[src/hw/rtl/hsl_pkg.sv]
// shared constants, stage payload structs and the ramp segment type
// for the hsl to rgb pipeline; no dependencies
`default_nettype none

package hsl_pkg;

  localparam int FRAC_BITS = 16;
  localparam int HUE_BITS  = 16;
  localparam int IN_W      = 17;
  localparam int VAL_W     = FRAC_BITS + 1;
  localparam int CMP_W     = (IN_W > VAL_W) ? IN_W : VAL_W;
  localparam int T6_W      = HUE_BITS + 3;
  localparam int F_W       = HUE_BITS + 1;

  localparam logic [VAL_W-1:0] FIX_ONE  = VAL_W'(1) << FRAC_BITS;
  localparam logic [VAL_W-1:0] FIX_HALF = VAL_W'(1) << (FRAC_BITS - 1);

  // hue positions in units of 1/2^HUE_BITS of a sixth of a turn
  localparam logic [T6_W-1:0] HUE_UNIT   = T6_W'(1) << HUE_BITS;
  localparam logic [T6_W-1:0] THIRD_TURN = T6_W'(2) << HUE_BITS;
  localparam logic [T6_W-1:0] HOLD_END   = T6_W'(3) << HUE_BITS;
  localparam logic [T6_W-1:0] FALL_END   = T6_W'(4) << HUE_BITS;
  localparam logic [T6_W-1:0] SIX_TURN   = T6_W'(6) << HUE_BITS;

  typedef enum logic [1:0] {
    SEG_RISE,
    SEG_HOLD,
    SEG_FALL,
    SEG_LOW
  } seg_t;

  typedef struct packed {
    logic                      zero;
    logic [VAL_W-1:0]          l;
    logic [VAL_W-1:0]          s;
    logic [VAL_W-1:0]          m;
    logic [2:0][T6_W-1:0]      t;
  } front_t;

  typedef struct packed {
    logic                      zero;
    logic [VAL_W-1:0]          l;
    logic [VAL_W-1:0]          q;
    logic [VAL_W-1:0]          p;
    logic [VAL_W-1:0]          d;
    seg_t [2:0]                seg;
    logic [2:0][F_W-1:0]       factor;
  } shape_t;

  typedef struct packed {
    logic                      zero;
    logic [VAL_W-1:0]          l;
    logic [VAL_W-1:0]          q;
    logic [VAL_W-1:0]          p;
    seg_t [2:0]                seg;
    logic [2:0][VAL_W-1:0]     prod;
  } blend_t;

  typedef logic [2:0][7:0] rgb_t;

endpackage

`default_nettype wire

[src/hw/rtl/hsl_front.sv]
// stage 1: clamps saturation and lightness, forms l*s and the three hue offsets
// depends on hsl_pkg
`default_nettype none

module hsl_front (
  input  wire logic                        clk,
  input  wire logic                        rst_n,
  input  wire logic                        up_valid,
  output logic                             up_ready,
  input  wire logic [hsl_pkg::HUE_BITS-1:0] up_hue,
  input  wire logic [hsl_pkg::IN_W-1:0]    up_saturation,
  input  wire logic [hsl_pkg::IN_W-1:0]    up_lightness,
  output logic                             dn_valid,
  input  wire logic                        dn_ready,
  output hsl_pkg::front_t                  dn_data
);

  logic                               vld_r;
  hsl_pkg::front_t                    data_r;
  hsl_pkg::front_t                    data_nxt;
  logic [hsl_pkg::CMP_W-1:0]          sat_w;
  logic [hsl_pkg::CMP_W-1:0]          lit_w;
  logic [hsl_pkg::VAL_W-1:0]          s_c;
  logic [hsl_pkg::VAL_W-1:0]          l_c;
  logic [2*hsl_pkg::VAL_W-1:0]        ls_prod;
  logic [hsl_pkg::T6_W-1:0]           t6;
  logic [hsl_pkg::T6_W:0]             tr_sum;
  logic [hsl_pkg::T6_W:0]             tb_sum;
  logic [hsl_pkg::T6_W:0]             six_w;

  always_comb begin
    sat_w = hsl_pkg::CMP_W'(up_saturation);
    lit_w = hsl_pkg::CMP_W'(up_lightness);
    s_c = (sat_w > hsl_pkg::CMP_W'(hsl_pkg::FIX_ONE)) ? hsl_pkg::FIX_ONE
                                                       : hsl_pkg::VAL_W'(sat_w);
    l_c = (lit_w > hsl_pkg::CMP_W'(hsl_pkg::FIX_ONE)) ? hsl_pkg::FIX_ONE
                                                       : hsl_pkg::VAL_W'(lit_w);
    ls_prod = (2*hsl_pkg::VAL_W)'(l_c) * (2*hsl_pkg::VAL_W)'(s_c);

    // hue times six by shift and add
    t6 = (hsl_pkg::T6_W'(up_hue) << 2) + (hsl_pkg::T6_W'(up_hue) << 1);
    six_w = (hsl_pkg::T6_W+1)'(hsl_pkg::SIX_TURN);
    tr_sum = (hsl_pkg::T6_W+1)'(t6) + (hsl_pkg::T6_W+1)'(hsl_pkg::THIRD_TURN);
    tb_sum = (hsl_pkg::T6_W+1)'(t6) + (hsl_pkg::T6_W+1)'(hsl_pkg::FALL_END);
    // wrap one turn, sums stay below two turns
    if (tr_sum >= six_w) begin
      tr_sum = tr_sum - six_w;
    end
    if (tb_sum >= six_w) begin
      tb_sum = tb_sum - six_w;
    end

    data_nxt.zero = (s_c == '0);
    data_nxt.l    = l_c;
    data_nxt.s    = s_c;
    data_nxt.m    = ls_prod[hsl_pkg::FRAC_BITS +: hsl_pkg::VAL_W];
    data_nxt.t[0] = hsl_pkg::T6_W'(tr_sum);
    data_nxt.t[1] = t6;
    data_nxt.t[2] = hsl_pkg::T6_W'(tb_sum);
  end

  assign up_ready = !vld_r || dn_ready;

  always_ff @(posedge clk) begin
    if (!rst_n) begin
      vld_r <= 1'b0;
    end else if (up_ready) begin
      vld_r <= up_valid;
    end
  end

  always_ff @(posedge clk) begin
    if (up_valid && up_ready) begin
      data_r <= data_nxt;
    end
  end

  assign dn_valid = vld_r;
  assign dn_data  = data_r;

endmodule

`default_nettype wire

[src/hw/rtl/hsl_qp.sv]
// stage 2: forms q and p, and picks the ramp segment and hue factor per channel
// depends on hsl_pkg
`default_nettype none

module hsl_qp (
  input  wire logic            clk,
  input  wire logic            rst_n,
  input  wire logic            up_valid,
  output logic                 up_ready,
  input  wire hsl_pkg::front_t up_data,
  output logic                 dn_valid,
  input  wire logic            dn_ready,
  output hsl_pkg::shape_t      dn_data
);

  logic                        vld_r;
  hsl_pkg::shape_t             data_r;
  hsl_pkg::shape_t             data_nxt;
  logic [hsl_pkg::VAL_W:0]     q_w;
  logic [hsl_pkg::VAL_W:0]     p_w;
  logic [hsl_pkg::T6_W-1:0]    t;
  logic [2:0]                  hold_vec;

  always_comb begin
    // l*(1+s) equals l + l*s exactly after truncation
    if (up_data.l < hsl_pkg::FIX_HALF) begin
      q_w = {1'b0, up_data.l} + {1'b0, up_data.m};
    end else begin
      q_w = {1'b0, up_data.l} + {1'b0, up_data.s} - {1'b0, up_data.m};
    end
    p_w = ({1'b0, up_data.l} << 1) - q_w;

    data_nxt.zero = up_data.zero;
    data_nxt.l    = up_data.l;
    data_nxt.q    = q_w[hsl_pkg::VAL_W-1:0];
    data_nxt.p    = p_w[hsl_pkg::VAL_W-1:0];
    data_nxt.d    = q_w[hsl_pkg::VAL_W-1:0] - p_w[hsl_pkg::VAL_W-1:0];

    for (int i = 0; i < 3; i++) begin
      t = up_data.t[i];
      data_nxt.factor[i] = '0;
      if (t < hsl_pkg::HUE_UNIT) begin
        data_nxt.seg[i]    = hsl_pkg::SEG_RISE;
        data_nxt.factor[i] = hsl_pkg::F_W'(t);
      end else if (t < hsl_pkg::HOLD_END) begin
        data_nxt.seg[i]    = hsl_pkg::SEG_HOLD;
      end else if (t < hsl_pkg::FALL_END) begin
        data_nxt.seg[i]    = hsl_pkg::SEG_FALL;
        data_nxt.factor[i] = hsl_pkg::F_W'(hsl_pkg::FALL_END - t);
      end else begin
        data_nxt.seg[i]    = hsl_pkg::SEG_LOW;
      end
    end
  end

  assign up_ready = !vld_r || dn_ready;

  always_ff @(posedge clk) begin
    if (!rst_n) begin
      vld_r <= 1'b0;
    end else if (up_ready) begin
      vld_r <= up_valid;
    end
  end

  always_ff @(posedge clk) begin
    if (up_valid && up_ready) begin
      data_r <= data_nxt;
    end
  end

  assign dn_valid = vld_r;
  assign dn_data  = data_r;

  always_comb begin
    for (int i = 0; i < 3; i++) begin
      hold_vec[i] = (data_r.seg[i] == hsl_pkg::SEG_HOLD);
    end
  end

  // channels sit two sixths apart, so exactly one is on the plateau
  a_one_hold: assert property (@(posedge clk) disable iff (!rst_n)
    vld_r |-> $onehot(hold_vec))
    else $error("hsl_qp: plateau not held by exactly one channel");

  a_qp_order: assert property (@(posedge clk) disable iff (!rst_n)
    vld_r |-> (data_r.p <= data_r.q) && (data_r.d == data_r.q - data_r.p))
    else $error("hsl_qp: p above q or span mismatch");

  a_q_range: assert property (@(posedge clk) disable iff (!rst_n)
    vld_r |-> data_r.q <= hsl_pkg::FIX_ONE)
    else $error("hsl_qp: q above one");

  a_gray_flat: assert property (@(posedge clk) disable iff (!rst_n)
    vld_r && data_r.zero |-> (data_r.q == data_r.l) && (data_r.p == data_r.l))
    else $error("hsl_qp: gray request with q or p off lightness");

endmodule

`default_nettype wire

[src/hw/rtl/hsl_blend.sv]
// stage 3: scales the q-p span by the hue factor, one multiplier per channel
// depends on hsl_pkg
`default_nettype none

module hsl_blend (
  input  wire logic            clk,
  input  wire logic            rst_n,
  input  wire logic            up_valid,
  output logic                 up_ready,
  input  wire hsl_pkg::shape_t up_data,
  output logic                 dn_valid,
  input  wire logic            dn_ready,
  output hsl_pkg::blend_t      dn_data
);

  localparam int PROD_W = hsl_pkg::VAL_W + hsl_pkg::F_W;

  logic               vld_r;
  hsl_pkg::blend_t    data_r;
  hsl_pkg::blend_t    data_nxt;
  logic [PROD_W-1:0]  prod_w [3];

  always_comb begin
    data_nxt.zero = up_data.zero;
    data_nxt.l    = up_data.l;
    data_nxt.q    = up_data.q;
    data_nxt.p    = up_data.p;
    data_nxt.seg  = up_data.seg;
    for (int i = 0; i < 3; i++) begin
      prod_w[i] = PROD_W'(up_data.d) * PROD_W'(up_data.factor[i]);
      data_nxt.prod[i] = prod_w[i][hsl_pkg::HUE_BITS +: hsl_pkg::VAL_W];
    end
  end

  assign up_ready = !vld_r || dn_ready;

  always_ff @(posedge clk) begin
    if (!rst_n) begin
      vld_r <= 1'b0;
    end else if (up_ready) begin
      vld_r <= up_valid;
    end
  end

  always_ff @(posedge clk) begin
    if (up_valid && up_ready) begin
      data_r <= data_nxt;
    end
  end

  assign dn_valid = vld_r;
  assign dn_data  = data_r;

endmodule

`default_nettype wire

[src/hw/rtl/hsl_pack.sv]
// stage 4: selects each channel value and scales it to a byte, output register
// depends on hsl_pkg
`default_nettype none

module hsl_pack (
  input  wire logic            clk,
  input  wire logic            rst_n,
  input  wire logic            up_valid,
  output logic                 up_ready,
  input  wire hsl_pkg::blend_t up_data,
  output logic                 dn_valid,
  input  wire logic            dn_ready,
  output hsl_pkg::rgb_t        dn_rgb
);

  localparam int SCL_W = hsl_pkg::VAL_W + 8;

  logic                       vld_r;
  hsl_pkg::rgb_t              rgb_r;
  hsl_pkg::rgb_t              rgb_nxt;
  logic [hsl_pkg::VAL_W-1:0]  v;
  logic [SCL_W-1:0]           scaled;

  always_comb begin
    for (int i = 0; i < 3; i++) begin
      if (up_data.zero) begin
        v = up_data.l;
      end else begin
        case (up_data.seg[i])
          hsl_pkg::SEG_RISE: v = up_data.p + up_data.prod[i];
          hsl_pkg::SEG_FALL: v = up_data.p + up_data.prod[i];
          hsl_pkg::SEG_HOLD: v = up_data.q;
          default:           v = up_data.p;
        endcase
      end
      // times 255 as times 256 minus one
      scaled = (SCL_W'(v) << 8) - SCL_W'(v);
      rgb_nxt[i] = scaled[hsl_pkg::FRAC_BITS +: 8];
    end
  end

  assign up_ready = !vld_r || dn_ready;

  always_ff @(posedge clk) begin
    if (!rst_n) begin
      vld_r <= 1'b0;
    end else if (up_ready) begin
      vld_r <= up_valid;
    end
  end

  always_ff @(posedge clk) begin
    if (up_valid && up_ready) begin
      rgb_r <= rgb_nxt;
    end
  end

  assign dn_valid = vld_r;
  assign dn_rgb   = rgb_r;

endmodule

`default_nettype wire

[src/hw/rtl/hsl_to_rgb_converter_top.sv]
// hsl to rgb converter, top level: four pipeline stages in a chain
// depends on hsl_pkg, hsl_front, hsl_qp, hsl_blend, hsl_pack
//
// usage:
//   input channel in_valid/in_ready carries hue (fraction of a turn),
//   saturation and lightness (1.0 = 65536, larger values clamp to 1.0).
//   output channel out_valid/out_ready carries 8-bit red, green, blue.
//   one result per request, in request order.
// pipeline: an accepted request passes four register stages (clamp and l*s
//   product, q/p and segment pick, span times hue factor, channel select
//   and byte scaling) before its result shows on out_*.
// throughput: one request per cycle while out_ready stays high; each stage holds one request and
//   takes a new one whenever it is empty or its own output moves on.
// reset: rst_n low clears all stage valid bits; no clearing pass, the
//   block takes requests in the first cycle after reset.
// stall: with out_ready low the result holds on out_*; earlier stages keep
//   filling empty slots, and in_ready drops once all four stages hold data.
`default_nettype none

module hsl_to_rgb_converter_top (
  input  wire logic                         clk,
  input  wire logic                         rst_n,
  input  wire logic                         in_valid,
  output logic                              in_ready,
  input  wire logic [hsl_pkg::HUE_BITS-1:0] in_hue,
  input  wire logic [hsl_pkg::IN_W-1:0]     in_saturation,
  input  wire logic [hsl_pkg::IN_W-1:0]     in_lightness,
  output logic                              out_valid,
  input  wire logic                         out_ready,
  output logic [7:0]                        out_red,
  output logic [7:0]                        out_green,
  output logic [7:0]                        out_blue
);

  logic             s1_valid;
  logic             s1_ready;
  hsl_pkg::front_t  s1_data;
  logic             s2_valid;
  logic             s2_ready;
  hsl_pkg::shape_t  s2_data;
  logic             s3_valid;
  logic             s3_ready;
  hsl_pkg::blend_t  s3_data;
  hsl_pkg::rgb_t    rgb;

  hsl_front u_front (
    .clk           (clk),
    .rst_n         (rst_n),
    .up_valid      (in_valid),
    .up_ready      (in_ready),
    .up_hue        (in_hue),
    .up_saturation (in_saturation),
    .up_lightness  (in_lightness),
    .dn_valid      (s1_valid),
    .dn_ready      (s1_ready),
    .dn_data       (s1_data)
  );

  hsl_qp u_qp (
    .clk      (clk),
    .rst_n    (rst_n),
    .up_valid (s1_valid),
    .up_ready (s1_ready),
    .up_data  (s1_data),
    .dn_valid (s2_valid),
    .dn_ready (s2_ready),
    .dn_data  (s2_data)
  );

  hsl_blend u_blend (
    .clk      (clk),
    .rst_n    (rst_n),
    .up_valid (s2_valid),
    .up_ready (s2_ready),
    .up_data  (s2_data),
    .dn_valid (s3_valid),
    .dn_ready (s3_ready),
    .dn_data  (s3_data)
  );

  hsl_pack u_pack (
    .clk      (clk),
    .rst_n    (rst_n),
    .up_valid (s3_valid),
    .up_ready (s3_ready),
    .up_data  (s3_data),
    .dn_valid (out_valid),
    .dn_ready (out_ready),
    .dn_rgb   (rgb)
  );

  assign out_red   = rgb[0];
  assign out_green = rgb[1];
  assign out_blue  = rgb[2];

endmodule

`default_nettype wire

[config.mk]
export PLATFORM = sky130hd
export DESIGN_NAME = hsl_to_rgb_converter_top
export DESIGN_NICKNAME = d
export VERILOG_FILES = /design/src/hw/rtl/hsl_pkg.sv /design/src/hw/rtl/hsl_front.sv /design/src/hw/rtl/hsl_qp.sv /design/src/hw/rtl/hsl_blend.sv /design/src/hw/rtl/hsl_pack.sv /design/src/hw/rtl/hsl_to_rgb_converter_top.sv
export SDC_FILE = /design/constraint.sdc
export NUM_CORES = 2
export LEC_CHECK = 0
export BUFFER_PORTS_ARGS = -buffer_cell sky130_fd_sc_hd__clkbuf_2
export CAP_MARGIN = 20
export CORE_MARGIN = 2
export CORE_UTILIZATION = 60
export CTS_CLUSTER_DIAMETER = 150
export DETAILED_ROUTE_END_ITERATION = 10
export PLACE_DENSITY = 0.73
export REMOVE_ABC_BUFFERS = 1
export SETUP_SLACK_MARGIN = 0.2
export SYNTH_ARGS = -nofsm -noshare
export SYNTH_HDL_FRONTEND = slang
export SYNTH_SLANG_ARGS = --single-unit
[constraint.sdc]
create_clock -name clk -period 20.8 [get_ports clk]
set_clock_uncertainty 0.1 [all_clocks]
set_input_delay 2.08 -clock clk [delete_from_list [all_inputs] [get_ports clk]]
set_output_delay 2.08 -clock clk [all_outputs]
set_load 0.03 [all_outputs]
==> metrics.txt <==
# TYPE chip_impl_metric gauge
chip_impl_info{name="run_status",value="completed"} 1
chip_impl_metric{name="reg2reg_setup_slack",unit="ps"} 12180
chip_impl_info{name="critical_path.reg2reg.endpoint",value="u_blend.dn_data[33]"} 1
chip_impl_metric{name="worstPathMaxFanout",unit=""} 15
chip_impl_info{name="ys.flop_type",value="sky130_fd_sc_hd__edfxtp_1"} 1
chip_impl_metric{name="yosys_warnings",unit=""} 0
chip_impl_metric{name="grt_pass1_vias",unit=""} 41078
chip_impl_metric{name="fp.dieArea",unit="mm^2"} 0.0916
chip_impl_info{name="worst_setup_path_start_kind",value="input port"} 1
chip_impl_metric{name="synth_area",unit="mm^2"} 0.0535
chip_impl_metric{name="h-tree-depth",unit=""} 2
chip_impl_metric{name="placement.io_buffers",unit=""} 79
chip_impl_metric{name="total_via_count_after_detailed_routing",unit=""} 39313
chip_impl_metric{name="largest_net_degree_at_the_start_of_global_routing",unit=""} 78
chip_impl_metric{name="worst_ep_arrival_time",unit="ps"} 9930
chip_impl_metric{name="synth-edff-count",unit=""} 327
chip_impl_metric{name="antenna_diode_count",unit=""} 0
chip_impl_metric{name="post-layout-total-power",unit="mW"} 6.90
chip_impl_metric{name="vdd.ir_drop.worst",unit="uV"} 194
chip_impl_metric{name="postSynthRegisterBits",unit=""} 331
chip_impl_metric{name="post_cts.repair.setup_buffers",unit=""} 0
chip_impl_metric{name="max_cap_viol_count",unit=""} 0
chip_impl_metric{name="grt_pass1_wl",unit="um"} 218000
chip_impl_info{name="crit_family",value="adder cells"} 1
chip_impl_metric{name="placement.setup.worst_slack",unit="ps"} 10560
chip_impl_info{name="grt_setup_unrepaired",value="false"} 1
chip_impl_metric{name="core.rowCount",unit=""} 109
chip_impl_info{name="critical-path-slowest-cell",value="sky130_fd_sc_hd__o311ai_0"} 1
chip_impl_metric{name="crit_cells",unit=""} 26
chip_impl_metric{name="postSynth.asyncResetShare",unit="%"} 0
chip_impl_info{name="worst_r2r_startpoint",value="u_qp.dn_data[68]"} 1
chip_impl_metric{name="drc",unit=""} 0
chip_impl_metric{name="initial_utilization",unit="%"} 60.6
chip_impl_metric{name="timing.critical_path.required",unit="ps"} 21020
chip_impl_metric{name="final_nets",unit=""} 7158
chip_impl_metric{name="core_area",unit="mm^2"} 0.0884
chip_impl_info{name="top_cells_by_area_in_the_synthesized_netlist",value="sky130_fd_sc_hd__fa_1 32%, sky130_fd_sc_hd__edfxtp_1 18%, sky130_fd_sc_hd__ha_1 14%, sky130_fd_sc_hd__inv_1 8.3%, sky130_fd_sc_hd__nand2_1 5.6%"} 1
chip_impl_metric{name="critPathMaxStageDelay",unit="ps"} 670
chip_impl_metric{name="cellPowerDensity",unit="mW/mm^2"} 123
chip_impl_metric{name="syn_area_per_cell",unit="um^2"} 9.37
chip_impl_metric{name="post-dp-hpwl",unit="um"} 104000
chip_impl_metric{name="stdcell_count",unit=""} 6873
chip_impl_metric{name="die-width",unit="um"} 303
chip_impl_metric{name="final_period_minus_worst_setup_slack",unit="ps"} 9720
chip_impl_metric{name="clk_transition_reported_paths",unit="ps"} 60
chip_impl_metric{name="pwr-share-clk",unit="%"} 10.5
chip_impl_metric{name="synth_top_area_share",unit="%"} 31.6
chip_impl_metric{name="worstMarginPinSlew",unit="ps"} 1120
chip_impl_metric{name="power.share.combinational",unit="%"} 71.9
chip_impl_metric{name="via_per_inst",unit=""} 5.72
chip_impl_info{name="kind_of_end_point_of_the_critical_path",value="flop"} 1
chip_impl_info{name="synth_most_common_cell",value="sky130_fd_sc_hd__inv_1"} 1
chip_impl_metric{name="power_internal",unit="mW"} 3.42
chip_impl_metric{name="ctsLongestPathBuffers",unit=""} 3
chip_impl_info{name="post-synth-top-area-cell",value="sky130_fd_sc_hd__fa_1"} 1
chip_impl_metric{name="max_slew_margin",unit="%"} 25.7
chip_impl_metric{name="reg2reg_depth",unit=""} 23
chip_impl_metric{name="gp_routability_congestion",unit=""} 0.948
chip_impl_metric{name="hold_ws",unit="ps"} 300
chip_impl_metric{name="synth_cell_types",unit=""} 94
chip_impl_info{name="hold_start",value="u_qp.dn_data[94]"} 1
chip_impl_metric{name="area_growth_syn_to_layout",unit="%"} 5.14
chip_impl_metric{name="drive_gt1_share",unit="%"} 4.22
chip_impl_metric{name="clock-sinks",unit=""} 331
chip_impl_info{name="clk_root_buffer_cell",value="sky130_fd_sc_hd__clkbuf_16"} 1
chip_impl_info{name="holdPathEnd",value="u_blend.dn_data[77]"} 1
chip_impl_metric{name="worst_skew_pair.late_latency",unit="ps"} 580
chip_impl_metric{name="finalHoldViolCount",unit=""} 0
chip_impl_metric{name="final_critical_path_setup_slack",unit="ps"} 11080
chip_impl_metric{name="p_sw_share",unit="%"} 50.5
chip_impl_metric{name="cts_repair_resize_count",unit=""} 0
chip_impl_metric{name="timing.setup.tns",unit="ps"} 0
chip_impl_metric{name="die_h",unit="um"} 303
chip_impl_metric{name="avgRoutedWirePerCell",unit="um"} 19.6
chip_impl_metric{name="total_leakage_power",unit="nW"} 26.8
chip_impl_metric{name="initial_antenna_violation_count",unit=""} 3
chip_impl_info{name="min-delay-path-class",value="reg2reg"} 1
chip_impl_metric{name="postSynthCellCount",unit=""} 5714
chip_impl_metric{name="cp_num_buf_inv",unit=""} 6
chip_impl_metric{name="cts_hold_buf",unit=""} 0
chip_impl_metric{name="max_freq",unit="GHz"} 0.103
chip_impl_metric{name="finalWirelength",unit="um"} 135000
chip_impl_metric{name="finalMaxSlewViolations",unit=""} 0
chip_impl_info{name="list_of_most_frequent_post_synthesis_cells",value="1178 x sky130_fd_sc_hd__inv_1, 846 x sky130_fd_sc_hd__fa_1, 795 x sky130_fd_sc_hd__nand2_1"} 1
chip_impl_info{name="cts_tree",value="built"} 1
chip_impl_metric{name="drt_iter0_drc",unit=""} 3113
chip_impl_metric{name="cts_inserted_buffers",unit=""} 39
chip_impl_metric{name="holdPathStages",unit=""} 0
chip_impl_metric{name="p_sw",unit="mW"} 3.48
chip_impl_metric{name="p_seq_share",unit="%"} 17.6
chip_impl_metric{name="min_period_over_period",unit="%"} 46.7
chip_impl_metric{name="ys_seq_area_share",unit="%"} 18.5
chip_impl_metric{name="numPlacedInstances",unit=""} 6801
chip_impl_metric{name="detailedRoute.firstPassIterationCount",unit=""} 6
chip_impl_metric{name="grt-ovfl-total",unit=""} 0
chip_impl_metric{name="drtAntennaViolNets",unit=""} 0
chip_impl_metric{name="track_usage",unit="%"} 30.5
chip_impl_metric{name="io_pins",unit=""} 80
chip_impl_metric{name="setup_violations",unit=""} 0
chip_impl_info{name="path_class",value="in2reg"} 1
==> layer usage <==
metal  global-route usage, %  vias up  part of all wire, %
met3                    4.92      324                  8.1
met4                    11.5        0                  4.3
li1                        -    17874                    -
met1                    40.7    19493                   41
met2                    50.4     1622                   46
met5                       0        -                    0
==> cell families (layout without fill, tap and decap cells) <==
family,count (synthesis),in the layout,share of synthesized area (%)
adder cells (fa/ha/maj),1426,1426,45.2
AO/OA/AOI/OAI,614,614,7.59
other,2,27,0.0140
XOR/XNOR,180,180,2.95
buffers and inverters,1400,1369,9.87
flip-flops,331,331,18.5
multiplexers,59,59,1.16
AND/OR/NAND/NOR,1702,1702,14.7
==> how the worst max path moves through the flow <==
stage	start	to
after CTS	in_lightness[16]	u_front.dn_data[73]
final	in_lightness[16]	u_front.dn_data[73]
after global routing	in_lightness[16]	u_front.dn_data[73]
after global placement	in_lightness[16]	u_front.dn_data[73]
after floorplan	out_ready	u_blend.dn_data[0]
after detailed placement	in_lightness[16]	u_front.dn_data[73]
==> cell type report <==
class,instances,area [um^2]
multi-input combinational,4008,38500
clock buffer,43,991
sequential,331,9900
timing repair buffer,113,658
fill,7286,32100
inverter,1185,4450
clock inverter,28,367
tap,1165,1460
==> layout by cell type, fill, tap and decap left out, types with 9 or more instances in the layout <==
| master | count |
|---|---|
| sky130_fd_sc_hd__buf_4 | 33 |
| sky130_fd_sc_hd__a211oi_1 | 29 |
| sky130_fd_sc_hd__o21ai_0 | 131 |
| sky130_fd_sc_hd__or2_2 | 15 |
| sky130_fd_sc_hd__o211ai_1 | 20 |
| sky130_fd_sc_hd__mux2i_1 | 42 |
| sky130_fd_sc_hd__a21oi_1 | 139 |
| sky130_fd_sc_hd__nand3_1 | 33 |
| sky130_fd_sc_hd__a22o_1 | 10 |
| sky130_fd_sc_hd__a31oi_1 | 23 |
| sky130_fd_sc_hd__ha_1 | 580 |
| sky130_fd_sc_hd__and3_1 | 24 |
| sky130_fd_sc_hd__nor3_1 | 69 |
| sky130_fd_sc_hd__nor2_1 | 316 |
| sky130_fd_sc_hd__inv_1 | 1178 |
| sky130_fd_sc_hd__clkbuf_16 | 39 |
| sky130_fd_sc_hd__nand2b_1 | 39 |
| sky130_fd_sc_hd__clkbuf_2 | 79 |
| sky130_fd_sc_hd__nor4_1 | 18 |
| sky130_fd_sc_hd__o21bai_1 | 15 |
| sky130_fd_sc_hd__nor2b_1 | 30 |
| sky130_fd_sc_hd__nand2_1 | 795 |
| sky130_fd_sc_hd__conb_1 | 27 |
| sky130_fd_sc_hd__clkinv_1 | 14 |
| sky130_fd_sc_hd__xnor2_1 | 128 |
| sky130_fd_sc_hd__xor2_1 | 52 |
| sky130_fd_sc_hd__mux2_2 | 15 |
| sky130_fd_sc_hd__nand4_1 | 9 |
| sky130_fd_sc_hd__edfxtp_1 | 327 |
| sky130_fd_sc_hd__or3_1 | 20 |
| sky130_fd_sc_hd__o22ai_1 | 9 |
| sky130_fd_sc_hd__o31ai_1 | 45 |
| sky130_fd_sc_hd__and2_1 | 283 |
| sky130_fd_sc_hd__a21o_1 | 50 |
| sky130_fd_sc_hd__fa_1 | 846 |
| sky130_fd_sc_hd__o21a_1 | 45 |
==> worst register-to-register path, stage by stage (launching register included) <==
cell and delay, ps:
sky130_fd_sc_hd__edfxtp_1 1080, sky130_fd_sc_hd__buf_4 550, sky130_fd_sc_hd__nand2_1 150, sky130_fd_sc_hd__fa_1 530
sky130_fd_sc_hd__inv_1 60, sky130_fd_sc_hd__fa_1 530, sky130_fd_sc_hd__inv_1 60, sky130_fd_sc_hd__fa_1 510
sky130_fd_sc_hd__inv_1 60, sky130_fd_sc_hd__fa_1 540, sky130_fd_sc_hd__inv_1 50, sky130_fd_sc_hd__fa_1 510
sky130_fd_sc_hd__inv_1 70, sky130_fd_sc_hd__fa_1 470, sky130_fd_sc_hd__ha_1 300, sky130_fd_sc_hd__and3_1 160
sky130_fd_sc_hd__a221o_1 310, sky130_fd_sc_hd__a21oi_1 530, sky130_fd_sc_hd__a221oi_1 260, sky130_fd_sc_hd__o31a_1 320
sky130_fd_sc_hd__o21ai_0 470, sky130_fd_sc_hd__a311oi_1 280, sky130_fd_sc_hd__a311oi_1 390, sky130_fd_sc_hd__xnor2_1 110
==> metrics by stage <==
stage          instance area [um^2]  utilization [%]
2_1_floorplan                 52800                -
3_3_place_gp                  54900             62.1
3_5_place_dp                  54900             62.1
4_1_cts                       56300             63.7
5_1_grt                       56300             63.7
6_report                      56300             63.7
==> power groups by stage <==
| stage | logic [mW] | registers (mW) | clock network, mW |
|---|---|---|---|
| CTS | 4.95 | 1.21 | 0.736 |
| finish | 4.96 | 1.22 | 0.723 |
| global route | 5.55 | 1.23 | 0.759 |
| global placement | 4.78 | 1.22 | 0 |
| floorplan | 3.38 | 1.26 | 0 |
| detailed placement | 4.91 | 1.22 | 0 |
==> registers in the layout, indices dropped and copies added, names as in the netlist <==
| signal | flops |
|---|---|
| u_qp.dn_data | 121 |
| u_blend.dn_data | 108 |
| u_front.dn_data | 74 |
| u_pack.dn_rgb | 24 |
| u_blend.dn_valid | 1 |
| u_front.dn_valid | 1 |
| u_pack.dn_valid | 1 |
| u_qp.dn_valid | 1 |
Note: power is estimated with default switching activity, not from simulation.
